### config.mk
export PLATFORM = sky130hd
export DESIGN_NAME = pipc_edge
export DESIGN_NICKNAME = d
export VERILOG_FILES = /design/src/hw/rtl/pipc_pkg.sv /design/src/hw/rtl/pipc_cross_sign.sv /design/src/hw/rtl/pipc_edge.sv
export SDC_FILE = /design/constraint.sdc
export NUM_CORES = 2
export LEC_CHECK = 0
export ABC_AREA = 0
export BUFFER_PORTS_ARGS = -buffer_cell sky130_fd_sc_hd__buf_2
export CAP_MARGIN = 20
export CORE_MARGIN = 3
export CORE_UTILIZATION = 60
export DETAILED_ROUTE_END_ITERATION = 6
export PLACE_DENSITY = 0.77
export SETUP_SLACK_MARGIN = 0.4
export SLEW_MARGIN = 20
export SYNTH_ARGS = -nofsm -noshare
export SYNTH_HDL_FRONTEND = slang
export SYNTH_HIERARCHICAL = 1
export SYNTH_SLANG_ARGS = --single-unit
export TNS_END_PERCENT = 20
### constraint.sdc
create_clock -name vclk -period 11.87
set_input_delay 0.5935 -clock vclk [all_inputs]
set_output_delay 0.5935 -clock vclk [all_outputs]
set_load 0.01 [all_outputs]
### src/hw/rtl/pipc_pkg.sv
// ----------------------------------------------------------------------------
// pipc_pkg
// Shared constants and types for the point-in-convex-polygon test.
// ----------------------------------------------------------------------------
package pipc_pkg;

  localparam int COORD_WIDTH_DEF = 16;
  localparam int FRAC_BITS_DEF   = 4;
  localparam int PT_WIDTH        = 12;
  localparam int AXES            = 3;

  typedef enum logic [1:0] {
    AXIS_X = 2'd0,
    AXIS_Y = 2'd1,
    AXIS_Z = 2'd2
  } axis_t;

  // Control flags that travel with a vertex through the edge stage.
  typedef struct packed {
    logic edge_en;   // a previous vertex exists, so the open edge is tested
    logic last;      // closing vertex of the polygon
    logic two_plus;  // polygon holds at least two vertices
  } stage_flags_t;

endpackage

### src/hw/rtl/pipc_cross_sign.sv
// ----------------------------------------------------------------------------
// pipc_cross_sign
// Sign of the exact cross product as*bt - at*bs of two offset vectors.
// ----------------------------------------------------------------------------
module pipc_cross_sign #(
  parameter int OFS_W = 17
) (
  input  logic signed [OFS_W-1:0] a_s,
  input  logic signed [OFS_W-1:0] a_t,
  input  logic signed [OFS_W-1:0] b_s,
  input  logic signed [OFS_W-1:0] b_t,
  output logic                    neg
);
  localparam int PROD_W = 2 * OFS_W;

  logic signed [PROD_W-1:0] prod_p;
  logic signed [PROD_W-1:0] prod_q;
  logic signed [PROD_W:0]   diff;

  assign prod_p = a_s * b_t;
  assign prod_q = a_t * b_s;
  assign diff   = (PROD_W + 1)'(prod_p) - (PROD_W + 1)'(prod_q);
  assign neg    = diff[PROD_W];
endmodule

### src/hw/rtl/pipc_edge.sv
// ----------------------------------------------------------------------------
// pipc_edge
// Tests one edge against the query point in the xy and, optionally, the xz
// projection.
// ----------------------------------------------------------------------------
module pipc_edge #(
  parameter int COORD_WIDTH = pipc_pkg::COORD_WIDTH_DEF,
  parameter int FRAC_BITS   = pipc_pkg::FRAC_BITS_DEF
) (
  input  logic [COORD_WIDTH-1:0]        start_v [pipc_pkg::AXES],
  input  logic [COORD_WIDTH-1:0]        end_v   [pipc_pkg::AXES],
  input  logic [pipc_pkg::PT_WIDTH-1:0] query   [pipc_pkg::AXES],
  input  logic                          check_xz,
  output logic                          neg
);
  import pipc_pkg::*;

  localparam int PT_SHIFT_W = PT_WIDTH + FRAC_BITS;
  localparam int OFS_W = ((COORD_WIDTH > PT_SHIFT_W) ? COORD_WIDTH : PT_SHIFT_W) + 1;

  logic signed [OFS_W-1:0] pt_scaled [AXES];
  logic signed [OFS_W-1:0] ofs_a     [AXES];
  logic signed [OFS_W-1:0] ofs_b     [AXES];
  logic                    neg_xy;
  logic                    neg_xz;

  always_comb begin
    for (int i = 0; i < AXES; i++) begin
      pt_scaled[i] = OFS_W'($signed(query[i])) <<< FRAC_BITS;
      ofs_a[i]     = OFS_W'($signed(start_v[i])) - pt_scaled[i];
      ofs_b[i]     = OFS_W'($signed(end_v[i])) - pt_scaled[i];
    end
  end

  pipc_cross_sign #(.OFS_W(OFS_W)) u_xy (
    .a_s (ofs_a[AXIS_X]),
    .a_t (ofs_a[AXIS_Y]),
    .b_s (ofs_b[AXIS_X]),
    .b_t (ofs_b[AXIS_Y]),
    .neg (neg_xy)
  );

  pipc_cross_sign #(.OFS_W(OFS_W)) u_xz (
    .a_s (ofs_a[AXIS_X]),
    .a_t (ofs_a[AXIS_Z]),
    .b_s (ofs_b[AXIS_X]),
    .b_t (ofs_b[AXIS_Z]),
    .neg (neg_xz)
  );

  assign neg = neg_xy | (check_xz & neg_xz);
endmodule

==> out/results.txt <==
The number of design-rule violations left by the first detailed-router iteration was 1593. The average routed wire per standard cell was 17.5 um. In the finished layout, the clock tree contains a buffer count of 0. Sort of element at the start of the critical path: an input port. The die covers 80500 um2. At the end of the flow, the number of nets in the layout was 6768. The largest fanout on the critical path is 17, and the critical path arrival is 9.89 ns. The aggregate global-route resource usage came out at 27.7%. The sequential cell count is 0. The finished cells cover 48400 um2. The y dimension of the die came out at 284 um. The count of nets left with antenna violations once routing finished came out at 0. The run gives 0 as the number of max-cap violations. The congestion estimate from routability-driven global placement came to 0.914. Counting the fill cells in the layout gives 6163. Once the floorplan was initialized, standard cells occupied 60.7% of the core. The via count of the first global-routing pass was 36.5k. In this run the post-CTS setup repair buffer count came out at 0.

The I/O pin total came out at 134. The first global-routing pass estimated 180 mm of wire. The tools report the total global routing overflow as 0. The cell count after synthesis came out at 4891.

The first TritonRoute pass finished after 5 iterations. The post-layout minimum cycle time came out at 10.48 ns. STA classifies the critical path endpoint as an output pin. The total number of yosys warnings was 6. In this run the cell area measured after placement is 48400 um2. The worst hold path was traced through 3 stages.

Using the TritonRoute via totals, the vias-per-cell ratio works out to 5.36. The overall die width is 284 um. The worst min-delay path category was in2out. Setup repair after global routing left no endpoint under its margin. The cts-stage hold buffer count is 0, and the pin slew with the least headroom to its limit is 1.14 ns. The cell with the most instances on the worst path is fa_1. Relative to the synthesized area, the layout overhead comes to 4.61%. Entering global routing, the biggest net connects 37 pins.

Summing every instance area after synthesis gives 46300 um2. The footprint of the flip-flops and latches was 0 um2; the number of DRC violations after detailed routing was 0. For the number of nets in the synthesized netlist, the log shows 6712. Adding up every negative setup slack in the final design gives 0 ns. For the final count of pins violating max slew, the log shows 0. Yosys mapped the design onto 64 distinct sky130hd cell types. The floorplan step defined a core boundary enclosing 76200 um2. Highest-delay cell along the critical path: fa_1. The register area share after synthesis is 0%. The tools report the number of antenna violations at the first check in global routing as 0. Timing analysis after detailed placement gives a worst setup slack of 1.45 ns. After clock tree synthesis, the repair step resized 0 gates. A synthesized cell averages 9.46 um2. Critical path class: in2out. For the relative slew slack, the log shows 24.2%. The post-DP HPWL was 88.7 mm. The final setup slack of the worst path was 1.39 ns. For this block, the routed nets add up to 105 mm of wire. Static timing analysis puts the maximum clock frequency at 95.4 MHz. Setup violations remaining at the end of the flow were counted as 0. On the worst path, the slowest cell contributes a delay of 0.98 ns.

For this block, the via count after detailed routing is 32.0k. Most frequent standard cell in the layout excluding fill and tap cells: inv_1. Port buffering added 134 buffers. Fraction of final layout cells sized beyond drive strength 1: 5.48%. The share of the clock period used by the worst path after layout is 88.3%, and the cell row count is 101. The run finished with clean final reports. For the worst setup path, the data required time is 11.28 ns.

The number of antenna diodes in the final layout is 0. In the layout the commonest cells are 1396 x inv_1, 1322 x fa_1, 616 x and2_1. The number of hold violations in the final report is 0.
## through the flow
stage               util (%)  hold slack, ns  instances
floorplan                  -            1.32       4891
global placement        63.5            1.66       5975
detailed placement      63.5            1.64       5975
CTS                     63.5            1.64       5975
global route            63.5            1.65       5975
finish                  63.5            1.65       5975
## area by class of cell
type                            count  area [um2]  area share [%]
Inverter                         1410        5290            10.9
Multi-Input combinational cell   3329       40600            83.9
Tap cell                         1030        1290            2.66
Timing Repair Buffer              206        1210            2.50
## path summary, 6_finish.rpt
check                  start  end  slack (ns)
setup / recovery  start_v[4]  neg        1.39
hold / removal      check_xz  neg        1.65
## synth_stat cells, drive strengths merged, types with 5 or more instances
cell type / number / share of area, %
o311ai: 5 / 0.14
o21a: 15 / 0.24
or4: 7 / 0.11
o2111ai: 18 / 0.35
buf: 5 / 0.11
a2111oi: 6 / 0.15
xor2: 15 / 0.28
nor2: 73 / 0.59
nor2b: 51 / 0.69
nand2b: 15 / 0.20
nand4: 14 / 0.19
and2: 617 / 8.3
a21o: 33 / 0.54
and4: 9 / 0.19
nor3: 11 / 0.12
a21oi: 51 / 0.57
ha: 366 / 9.9
nor4: 5 / 0.068
inv: 1410 / 11
or3: 7 / 0.095
a211oi: 5 / 0.081
clkbuf: 147 / 1.2
o21ai: 18 / 0.19
and3: 7 / 0.095
fa: 1322 / 57
nand2: 516 / 4.2
xnor2: 80 / 1.5
nand3: 7 / 0.076
a31oi: 8 / 0.14
## routing by layer
layer | track usage, % | part of all wire [%] | vias up
li1 | - | - | 14100
met1 | 36.3 | 39 | 16800
met2 | 49.0 | 52 | 992
met3 | 2.02 | 5.2 | 211
met4 | 9.28 | 4.2 | 0
met5 | 0 | 0 | -
## worst max-delay path: cells and delay by family
kind	cells	cell delay [ns]
AO/OA/AOI/OAI	9	2.11
XOR/XNOR	1	0.22
adder cells (fa/ha/maj)	11	5.49
buffers and inverters	9	0.82
AND/OR/NAND/NOR	4	0.63
## kinds of logic (layout without fill, tap and decap cells)
logic type / count (synthesis) / after routing / share of synthesized area (%)
AO/OA/AOI/OAI: 197 / 197 / 3.23
AND/OR/NAND/NOR: 1348 / 1348 / 15.1
adder cells (fa/ha/maj): 1688 / 1688 / 67.1
XOR/XNOR: 95 / 95 / 1.81
buffers and inverters: 1562 / 1616 / 12.7
multiplexers: 1 / 1 / 0.0216
Power is not shown: default switching activity piles up to over one toggle a cycle in this logic, so the estimate is an artifact.
